<file path="src/scan_code_set1_decoder_top_macros.svh">
// Assertion macros shared by the scan code decoder RTL.
// Included by the modules that check their own logic; needs no other file.
`ifndef SCAN_CODE_SET1_DECODER_TOP_MACROS_SVH
`define SCAN_CODE_SET1_DECODER_TOP_MACROS_SVH

// Checks that the consequent holds in the same cycle as the antecedent.
`define SCD_ASSERT_IMPL(name, clk, rst_n, ante, cons, msg) \
  name: assert property (@(posedge clk) disable iff (!rst_n) (ante) |-> (cons)) \
    else $error(msg);

// Checks that the consequent holds in the cycle after the antecedent.
`define SCD_ASSERT_NEXT(name, clk, rst_n, ante, cons, msg) \
  name: assert property (@(posedge clk) disable iff (!rst_n) (ante) |=> (cons)) \
    else $error(msg);

`endif

</file>
<file path="src/scd_pkg.sv">
// Shared types, constants and helper functions of the set-1 scan code decoder.
// Used by scd_core and scan_code_set1_decoder_top; depends on nothing.
package scd_pkg;

  localparam int QueueDepth = 256;
  localparam int IdxW       = $clog2(QueueDepth);
  localparam int CntW       = $clog2(QueueDepth + 1);
  localparam int EntryW     = 8;
  localparam int CodeW      = 7;

  typedef enum logic {
    OpRx  = 1'b0,
    OpPop = 1'b1
  } op_e;

  localparam logic [7:0] PrefixExt   = 8'hE0;
  localparam logic [7:0] PrefixPause = 8'hE1;
  localparam logic [7:0] MaxCode     = 8'h6D;

  localparam logic [CodeW-1:0] CodeCtrl   = 7'h1D;
  localparam logic [CodeW-1:0] CodeAlt    = 7'h38;
  localparam logic [CodeW-1:0] CodeLShift = 7'h2A;
  localparam logic [CodeW-1:0] CodeRShift = 7'h36;
  localparam logic [CodeW-1:0] CodeCaps   = 7'h3A;
  localparam logic [CodeW-1:0] CodeNum    = 7'h45;
  localparam logic [CodeW-1:0] CodeScroll = 7'h46;

  // Bit positions of the modifier and lock flags.
  localparam int ModShift   = 0;
  localparam int ModCtrl    = 1;
  localparam int ModAlt     = 2;
  localparam int LockScroll = 0;
  localparam int LockNum    = 1;
  localparam int LockCaps   = 2;

  // Per-request information that travels with the queue read.
  typedef struct packed {
    logic              fwd;
    logic [EntryW-1:0] fwd_entry;
    logic              empty;
    logic              led;
    logic [2:0]        leds;
    logic [2:0]        mods;
  } stage_t;

  function automatic logic [IdxW-1:0] next_slot(input logic [IdxW-1:0] idx);
    if (idx == IdxW'(QueueDepth - 1)) begin
      return '0;
    end
    return idx + 1'b1;
  endfunction

  function automatic logic [2:0] modifier_of(input logic [CodeW-1:0] code, input logic ext);
    logic [2:0] m;
    m = '0;
    if (code == CodeCtrl) begin
      m[ModCtrl] = 1'b1;
    end else if (code == CodeAlt) begin
      m[ModAlt] = 1'b1;
    end else if (!ext && (code == CodeLShift || code == CodeRShift)) begin
      m[ModShift] = 1'b1;
    end
    return m;
  endfunction

  function automatic logic is_keypad(input logic [CodeW-1:0] code);
    return (code >= 7'h47 && code <= 7'h49) ||
           (code >= 7'h4B && code <= 7'h4D) ||
           (code >= 7'h4F && code <= 7'h53);
  endfunction

endpackage

</file>
<file path="src/scd_ram.sv">
// Generic single-clock RAM: one write port and one registered read port.
// Stand-alone; used by scd_core as the key queue storage.
module scd_ram #(
  parameter int Depth = 256,
  parameter int Width = 8
) (
  input  logic                     clk_i,
  input  logic                     we_i,
  input  logic [$clog2(Depth)-1:0] waddr_i,
  input  logic [Width-1:0]         wdata_i,
  input  logic                     re_i,
  input  logic [$clog2(Depth)-1:0] raddr_i,
  output logic [Width-1:0]         rdata_o
);

  logic [Width-1:0] mem [Depth];
  logic [Width-1:0] rdata_q;

  always_ff @(posedge clk_i) begin
    if (we_i) begin
      mem[waddr_i] <= wdata_i;
    end
  end

  always_ff @(posedge clk_i) begin
    if (re_i) begin
      rdata_q <= mem[raddr_i];
    end
  end

  assign rdata_o = rdata_q;

endmodule

</file>
<file path="src/scd_core.sv">
// Decoder state and key queue: byte decoding, queue pointers and the queue RAM.
// Depends on scd_pkg, scd_ram and the assertion macro header.
`include "scan_code_set1_decoder_top_macros.svh"

module scd_core (
  input  logic                         clk_i,
  input  logic                         rst_ni,
  input  logic                         accept_i,
  input  logic                         op_i,
  input  logic [7:0]                   rx_byte_i,
  output scd_pkg::stage_t              stage_o,
  output logic [scd_pkg::EntryW-1:0]   rdata_o
);

  logic [scd_pkg::IdxW-1:0]   head_q, head_d, tail_q, tail_d;
  logic [scd_pkg::CntW-1:0]   count_q, count_d;
  logic                       pend_ext_q, pend_ext_d;
  logic                       pend_pause_q, pend_pause_d;
  logic [2:0]                 mod_q, mod_d;
  logic [2:0]                 lock_q, lock_d;
  logic                       push;
  logic                       led;
  logic                       store_ext;
  logic [scd_pkg::CodeW-1:0]  code;
  logic [scd_pkg::EntryW-1:0] entry;

  assign code  = rx_byte_i[scd_pkg::CodeW-1:0];
  assign entry = {store_ext, code};

  always_comb begin
    head_d       = head_q;
    tail_d       = tail_q;
    count_d      = count_q;
    pend_ext_d   = pend_ext_q;
    pend_pause_d = pend_pause_q;
    mod_d        = mod_q;
    lock_d       = lock_q;
    push         = 1'b0;
    led          = 1'b0;
    store_ext    = 1'b0;

    if (op_i == scd_pkg::OpPop) begin
      if (count_q != '0) begin
        head_d  = scd_pkg::next_slot(head_q);
        count_d = count_q - 1'b1;
      end
    end else if (rx_byte_i == scd_pkg::PrefixExt || pend_pause_q) begin
      // The byte after a pause prefix only marks the next code extended.
      pend_ext_d   = 1'b1;
      pend_pause_d = 1'b0;
    end else if (rx_byte_i == scd_pkg::PrefixPause) begin
      pend_pause_d = 1'b1;
    end else if (rx_byte_i > scd_pkg::MaxCode) begin
      if (rx_byte_i[7] && code <= scd_pkg::MaxCode[scd_pkg::CodeW-1:0]) begin
        mod_d = mod_q & ~scd_pkg::modifier_of(code, pend_ext_q);
      end
      pend_ext_d   = 1'b0;
      pend_pause_d = 1'b0;
    end else begin
      push      = 1'b1;
      store_ext = pend_ext_q | (!lock_q[scd_pkg::LockNum] & scd_pkg::is_keypad(code));
      mod_d     = mod_q | scd_pkg::modifier_of(code, pend_ext_q);
      if (!pend_ext_q) begin
        case (code)
          scd_pkg::CodeCaps: begin
            lock_d[scd_pkg::LockCaps] = ~lock_q[scd_pkg::LockCaps];
            led = 1'b1;
          end
          scd_pkg::CodeNum: begin
            lock_d[scd_pkg::LockNum] = ~lock_q[scd_pkg::LockNum];
            led = 1'b1;
          end
          scd_pkg::CodeScroll: begin
            lock_d[scd_pkg::LockScroll] = ~lock_q[scd_pkg::LockScroll];
            led = 1'b1;
          end
          default: begin
            led = 1'b0;
          end
        endcase
      end
      pend_ext_d = 1'b0;
    end

    // A push into a full queue drops the oldest entry.
    if (push) begin
      tail_d = scd_pkg::next_slot(tail_q);
      if (count_q == scd_pkg::CntW'(scd_pkg::QueueDepth)) begin
        head_d = scd_pkg::next_slot(head_q);
      end else begin
        count_d = count_q + 1'b1;
      end
    end
  end

  always_ff @(posedge clk_i or negedge rst_ni) begin
    if (!rst_ni) begin
      head_q       <= '0;
      tail_q       <= '0;
      count_q      <= '0;
      pend_ext_q   <= 1'b0;
      pend_pause_q <= 1'b0;
      mod_q        <= '0;
      lock_q       <= '0;
    end else if (accept_i) begin
      head_q       <= head_d;
      tail_q       <= tail_d;
      count_q      <= count_d;
      pend_ext_q   <= pend_ext_d;
      pend_pause_q <= pend_pause_d;
      mod_q        <= mod_d;
      lock_q       <= lock_d;
    end
  end

  // The RAM returns old data on a same-address write, so a key written into an
  // empty queue is forwarded to the head read instead.
  assign stage_o.fwd       = push && (head_d == tail_q);
  assign stage_o.fwd_entry = entry;
  assign stage_o.empty     = (count_d == '0);
  assign stage_o.led       = led;
  assign stage_o.leds      = lock_d;
  assign stage_o.mods      = mod_d;

  scd_ram #(
    .Depth (scd_pkg::QueueDepth),
    .Width (scd_pkg::EntryW)
  ) u_queue_ram (
    .clk_i   (clk_i),
    .we_i    (accept_i && push),
    .waddr_i (tail_q),
    .wdata_i (entry),
    .re_i    (accept_i),
    .raddr_i (head_d),
    .rdata_o (rdata_o)
  );

  `SCD_ASSERT_IMPL(a_count_bound, clk_i, rst_ni, 1'b1,
    count_q <= scd_pkg::CntW'(scd_pkg::QueueDepth), "queue count exceeds depth")
  `SCD_ASSERT_IMPL(a_ptr_meet, clk_i, rst_ni, head_q == tail_q,
    count_q == '0 || count_q == scd_pkg::CntW'(scd_pkg::QueueDepth),
    "pointers meet with a partly filled queue")
  `SCD_ASSERT_NEXT(a_pause_ext, clk_i, rst_ni,
    accept_i && pend_pause_q && op_i == scd_pkg::OpRx, pend_ext_q && !pend_pause_q,
    "byte after pause prefix did not set extended")

endmodule

</file>
<file path="src/scan_code_set1_decoder_top.sv">
// Top level of the set-1 scan code decoder: request stage and result register.
// Depends on scd_pkg, scd_core and the assertion macro header.
//
// Usage:
//   Input channel (in_valid_i / in_ready_o) carries one request: op_i = 0 hands
//   in a raw keyboard byte rx_byte_i, op_i = 1 pops the head of the key queue.
//   Output channel (out_valid_o / out_ready_i) returns one result per request:
//   the queue head after the request, queue_empty_o, led_write_o with the new
//   lock LED bits, and the shift, ctrl and alt modifiers.
//   From acceptance to out_valid_o, the request first updates the decoder
//   state and reads the queue RAM at the new head, and the registered RAM
//   data is then loaded into the result register. Throughput is one request
//   per cycle while the receiver takes results; the queue RAM has one write
//   and one read port and each request uses each of them at most once.
//   When the receiver stalls, the result register holds and one more request
//   waits in the read stage; in_ready_o then drops until the result is taken.
//   Reset clears the queue pointers, prefixes, modifiers and locks at once; the
//   queue RAM is not cleared, since only written entries are ever read.
`include "scan_code_set1_decoder_top_macros.svh"

module scan_code_set1_decoder_top (
  input  logic       clk_i,
  input  logic       rst_ni,
  input  logic       in_valid_i,
  output logic       in_ready_o,
  input  logic       op_i,
  input  logic [7:0] rx_byte_i,
  output logic       out_valid_o,
  input  logic       out_ready_i,
  output logic [6:0] head_code_o,
  output logic       head_extended_o,
  output logic       queue_empty_o,
  output logic       led_write_o,
  output logic [2:0] led_bits_o,
  output logic       shift_down_o,
  output logic       ctrl_down_o,
  output logic       alt_down_o
);

  scd_pkg::stage_t            stage;
  scd_pkg::stage_t            s1_q;
  logic                       s1_valid_q;
  logic                       s1_move;
  logic                       accept;
  logic [scd_pkg::EntryW-1:0] rdata;
  logic [scd_pkg::EntryW-1:0] head_entry;

  logic                       out_valid_q;
  logic [6:0]                 head_code_q;
  logic                       head_ext_q;
  logic                       empty_q;
  logic                       led_q;
  logic [2:0]                 leds_q;
  logic [2:0]                 mods_q;

  assign s1_move    = !out_valid_q || out_ready_i;
  assign in_ready_o = !s1_valid_q || s1_move;
  assign accept     = in_valid_i && in_ready_o;

  scd_core u_core (
    .clk_i     (clk_i),
    .rst_ni    (rst_ni),
    .accept_i  (accept),
    .op_i      (op_i),
    .rx_byte_i (rx_byte_i),
    .stage_o   (stage),
    .rdata_o   (rdata)
  );

  always_ff @(posedge clk_i or negedge rst_ni) begin
    if (!rst_ni) begin
      s1_valid_q <= 1'b0;
    end else if (in_ready_o) begin
      s1_valid_q <= accept;
    end
  end

  always_ff @(posedge clk_i) begin
    if (accept) begin
      s1_q <= stage;
    end
  end

  // An empty queue reports code zero whatever the RAM returned.
  always_comb begin
    head_entry = s1_q.fwd ? s1_q.fwd_entry : rdata;
    if (s1_q.empty) begin
      head_entry = '0;
    end
  end

  always_ff @(posedge clk_i or negedge rst_ni) begin
    if (!rst_ni) begin
      out_valid_q <= 1'b0;
    end else if (s1_move) begin
      out_valid_q <= s1_valid_q;
    end
  end

  always_ff @(posedge clk_i) begin
    if (s1_move && s1_valid_q) begin
      head_code_q <= head_entry[scd_pkg::CodeW-1:0];
      head_ext_q  <= head_entry[scd_pkg::EntryW-1];
      empty_q     <= s1_q.empty;
      led_q       <= s1_q.led;
      leds_q      <= s1_q.leds;
      mods_q      <= s1_q.mods;
    end
  end

  assign out_valid_o     = out_valid_q;
  assign head_code_o     = head_code_q;
  assign head_extended_o = head_ext_q;
  assign queue_empty_o   = empty_q;
  assign led_write_o     = led_q;
  assign led_bits_o      = leds_q;
  assign shift_down_o    = mods_q[scd_pkg::ModShift];
  assign ctrl_down_o     = mods_q[scd_pkg::ModCtrl];
  assign alt_down_o      = mods_q[scd_pkg::ModAlt];

  `SCD_ASSERT_IMPL(a_empty_zero, clk_i, rst_ni, out_valid_o && queue_empty_o,
    head_code_o == '0 && !head_extended_o, "empty queue shows a head entry")
  `SCD_ASSERT_NEXT(a_s1_hold, clk_i, rst_ni, s1_valid_q && !s1_move, s1_valid_q,
    "stalled request left the read stage")
  `SCD_ASSERT_IMPL(a_ready_full, clk_i, rst_ni, !in_ready_o,
    s1_valid_q && out_valid_q && !out_ready_i, "input stalled with room in the pipeline")

endmodule
</file>
<file path="config.mk">
export PLATFORM = sky130hd
export DESIGN_NAME = scan_code_set1_decoder_top
export DESIGN_NICKNAME = d
export VERILOG_FILES = /design/src/scd_pkg.sv /design/src/scd_ram.sv /design/src/scd_core.sv /design/src/scan_code_set1_decoder_top.sv
export VERILOG_INCLUDE_DIRS = /design/src /design/src/src
export SDC_FILE = /design/constraint.sdc
export NUM_CORES = 2
export LEC_CHECK = 0
export ABC_CLOCK_PERIOD_IN_PS = 8800
export BUFFER_PORTS_ARGS = -buffer_cell sky130_fd_sc_hd__buf_2
export CAP_MARGIN = 20
export CORE_MARGIN = 4
export CORE_UTILIZATION = 45
export CTS_CLUSTER_SIZE = 20
export DETAILED_ROUTE_END_ITERATION = 10
export GPL_TIMING_DRIVEN = 0
export PLACE_DENSITY_LB_ADDON = 0.15
export SLEW_MARGIN = 0
export SYNTH_ARGS = -nofsm -noshare
export SYNTH_HDL_FRONTEND = slang
export SYNTH_HIERARCHICAL = 1
export SYNTH_SLANG_ARGS = --single-unit
</file>
<file path="constraint.sdc">
create_clock -name clk_i -period 8.8 [get_ports clk_i]
set_input_delay 0.44 -clock clk_i [delete_from_list [all_inputs] [get_ports clk_i]]
set_output_delay 0.44 -clock clk_i [all_outputs]
set_load 0.05 [all_outputs]
</file>
==> metrics.cfg <==
[timing]
rsz0062_at_grt = no
drv_slew = 2
slew_headroom_pct = -4.80
fin_crit_ns = 8.00
hold_viol_final = 0
skew_ns = 0.0291
setup_tns_ns = 0
fin_crit_sh_pct = 90.9
fmax_mhz = 125
worst_slew_pin_slew_ns = 1.57
setup_viol = 0

[worst_setup_path]
startpoint_type = input pin
critPathRequiredTime_ns = 9.27
crit_type = in2reg
critical_path_arrival_ns = 8.47
end_kind = flip-flop
crit_fanout = 105

[flow_run]
cap_viol_max_count = 0

[drt]
dr.pass1.iters = 7
via_count = 45000
ant_nets = 0
wl_per_cell_um = 36.8
drt_iter0_drc = 6506
wl_um = 260000
via_per_inst = 6.37
drc_errors = 0

[clock_tree]
worstSkewPairLatency_ns = 0.85
cts_tree = yes
cts_setup_buffers = 0
ctsHoldBuffers = 8
cts_root_buf = clkbuf_16
clock-sinks = 2124
htreeDepth = 4
cts_resized = 0
clockBufferDepth = 3
clk_pin_slew_ns = 0.06
cts_buffers = 216

[global_route]
antenna_found_initial = 18
overflow = 0
grt_pass1_wl_um = 354000
grt_max_degree = 149
track_usage_pct = 26.8
grt_pass1_vias = 42800

[synthesis]
synth_area_um2 = 83400
synth_area_per_cell_um2 = 20.3
async_reset_ff_share_pct = 1.65
ys_top_cells_by_count = edfxtp_1 (2089), mux4_2 (454), nor2_1 (312)
ys_warn_count = 6
syn_inst = 4099
syn_nets = 4116
yosys.area.top_type = edfxtp_1
synth.top_cell.area_share_pct = 75.2
synth_most_common_cell = edfxtp_1
synth_cell_types = 77
synth_seq_area_share_pct = 76.3
synth_flop_cell = edfxtp_1
synth_edf_count = 2089
ys_ff_latch = 2124
synthTopCellsByArea = edfxtp_1 (75%), mux4_2 (12%), mux2i_1 (1.7%)

[status]
outcome = complete, but fails checks
failed_checks = max-slew violations

[floorplanning]
core_um2 = 184000
num_rows = 157
die_y_um = 439
die_area_um2 = 192000
pin_count = 31
die_width_um = 439
start_util_pct = 45.4

[final_layout]
nNetsFinal = 4422
final_core_util_pct = 51.5
drive_above_1_share_pct = 21.9
design_area_um2 = 94600
synthToLayoutAreaGrowth_pct = 13.4

[place]
place_hpwl_um = 174000
io_buffers = 30
gp_congestion = 0.954
dpl-instance-area_um2 = 87500

[power]
p_per_area_nw_per_um2 = 306
total_leakage_power_nw = 29.5
ir_drop_mv = 0.198

[min_path]
hold_class = in2reg

-- path summary, 6_finish.rpt --
kind                            cells after the start                                        to                          start  slack (ns)
worst max-delay path                               17   u_core/u_queue_ram/rdata_o[1]$_DFFE_PP_                   rx_byte_i[4]        0.80
worst min-delay path                                1  u_core/u_queue_ram/mem[131][6]$_DFFE_PP_                   rx_byte_i[6]        0.13
worst max register to register                     16   u_core/u_queue_ram/rdata_o[1]$_DFFE_PP_  u_core/count_q[1]$_DFFE_PN0P_        1.10
worst min register to register                      0                   led_bits_o[0]$_DFFE_PP_              s1_q[3]$_DFFE_PP_        0.42
max in group asynchronous                           2              u_core/lock_q[0]$_DFFE_PN0P_                         rst_ni        8.00
min in group asynchronous                           2              u_core/head_q[5]$_DFFE_PN0P_                         rst_ni        0.25
-- layout make-up --
class / count / area, um2
buffer: 261 / 1640
fill: 14700 / 89100
inverter: 12 / 45.0
tap: 2464 / 3080
clock buffer: 276 / 5650
clock inverter: 126 / 1210
antenna: 7 / 17.5
multi-input combinational: 1702 / 18200
timing repair buffer: 88 / 1100
sequential: 2124 / 63600
-- layer usage --
metal  wire length, um  up-vias  global-route usage [%]  part of all wire [%]
met2            118000     2703                    40.3                    46
met4             12100        4                    11.3                   4.6
met3             28500      452                    6.39                    11
met1            101000    24100                    37.9                    39
li1                  -    17700                       -                     -
met5                27        -                       0                 0.010
-- critical path: stages --
cell,delay (ns)
dlygate4sd3_1,0.56
buf_8,0.20
buf_16,0.24
buf_16,0.29
a31o_2,0.42
a2111oi_4,0.44
o21a_1,0.33
nand2_1,0.16
xnor2_2,0.54
buf_2,0.59
and2_1,0.20
buf_1,0.68
clkbuf_1,0.94
a22oi_1,0.29
a21oi_1,0.48
nor4_1,0.27
nor4_2,0.98
-- cells by family after synthesis --
kind of cell	after synthesis	share of synthesized area, %
buffers and inverters	273	1.98
flip-flops	2124	76.3
AO/OA/AOI/OAI	449	3.78
multiplexers	606	14.1
adder cells (fa/ha/maj)	4	0.0600
XOR/XNOR	35	0.384
AND/OR/NAND/NOR	608	3.39
-- state kept, by name, indices dropped and copies added (netlist names) --
| signal | flops |
|---|---|
| head_code_o | 7 |
| head_extended_o | 1 |
| led_bits_o | 3 |
| led_write_o | 1 |
| mods_q | 3 |
| out_valid_o | 1 |
| queue_empty_o | 1 |
| s1_q | 17 |
| s1_valid_q | 1 |
| u_core/count_q | 9 |
| u_core/head_q | 8 |
| u_core/lock_q | 3 |
| u_core/mod_q | 3 |
| u_core/pend_ext_q | 1 |
| u_core/pend_pause_q | 1 |
| u_core/tail_q | 8 |
| u_core/u_queue_ram/mem | 2048 |
| u_core/u_queue_ram/rdata_o | 8 |
-- through the flow --
step | total power [mW] | setup slack (ns) | hold slack, ns | cells
after floorplan | 16.0 | 2.45 | 0.144 | 4099
after global placement | 19.8 | -7.30 | 0.403 | 6593
after detailed placement | 19.9 | 0.616 | 0.405 | 6633
after CTS | 28.8 | 1.28 | 0.109 | 7043
after global routing | 29.6 | 0.746 | 0.136 | 7054
final | 28.9 | 0.800 | 0.132 | 7060
-- power breakdown --
group	internal (mW)	total (mW)	switching, mW
sequential	11.2	11.3	0.0794
combinational	2.85	8.64	5.79
clock	5.10	8.97	3.87
-- layout by cell type (no fill, tap or decap), types with 13 or more instances in the layout --
cell / synthesis / routed
bufinv_16: 0 / 19
buf_6: 23 / 28
buf_4: 37 / 45
o21ai_0: 20 / 20
nand2b_1: 17 / 17
clkbuf_16: 0 / 217
mux4_2: 454 / 454
nand4_1: 14 / 14
a21oi_1: 115 / 114
clkbuf_1: 123 / 160
xnor2_1: 23 / 22
buf_2: 33 / 65
mux2i_1: 144 / 144
nor2b_1: 33 / 33
nor2_1: 312 / 312
edfxtp_1: 2089 / 2089
nor3_1: 32 / 32
clkinv_2: 0 / 38
buf_8: 13 / 29
nor4_1: 31 / 24
clkbuf_2: 0 / 22
nand3_1: 55 / 55
buf_1: 24 / 22
a211oi_1: 16 / 16
a221oi_1: 14 / 14
nand2_1: 67 / 67
buf_12: 8 / 16
a22oi_1: 135 / 135
o22ai_1: 31 / 31
dfrtp_1: 35 / 35
o221ai_1: 46 / 46
buf_16: 0 / 13
clkinv_1: 1 / 48
No activity file was read; power rests on OpenSTA's default activity.
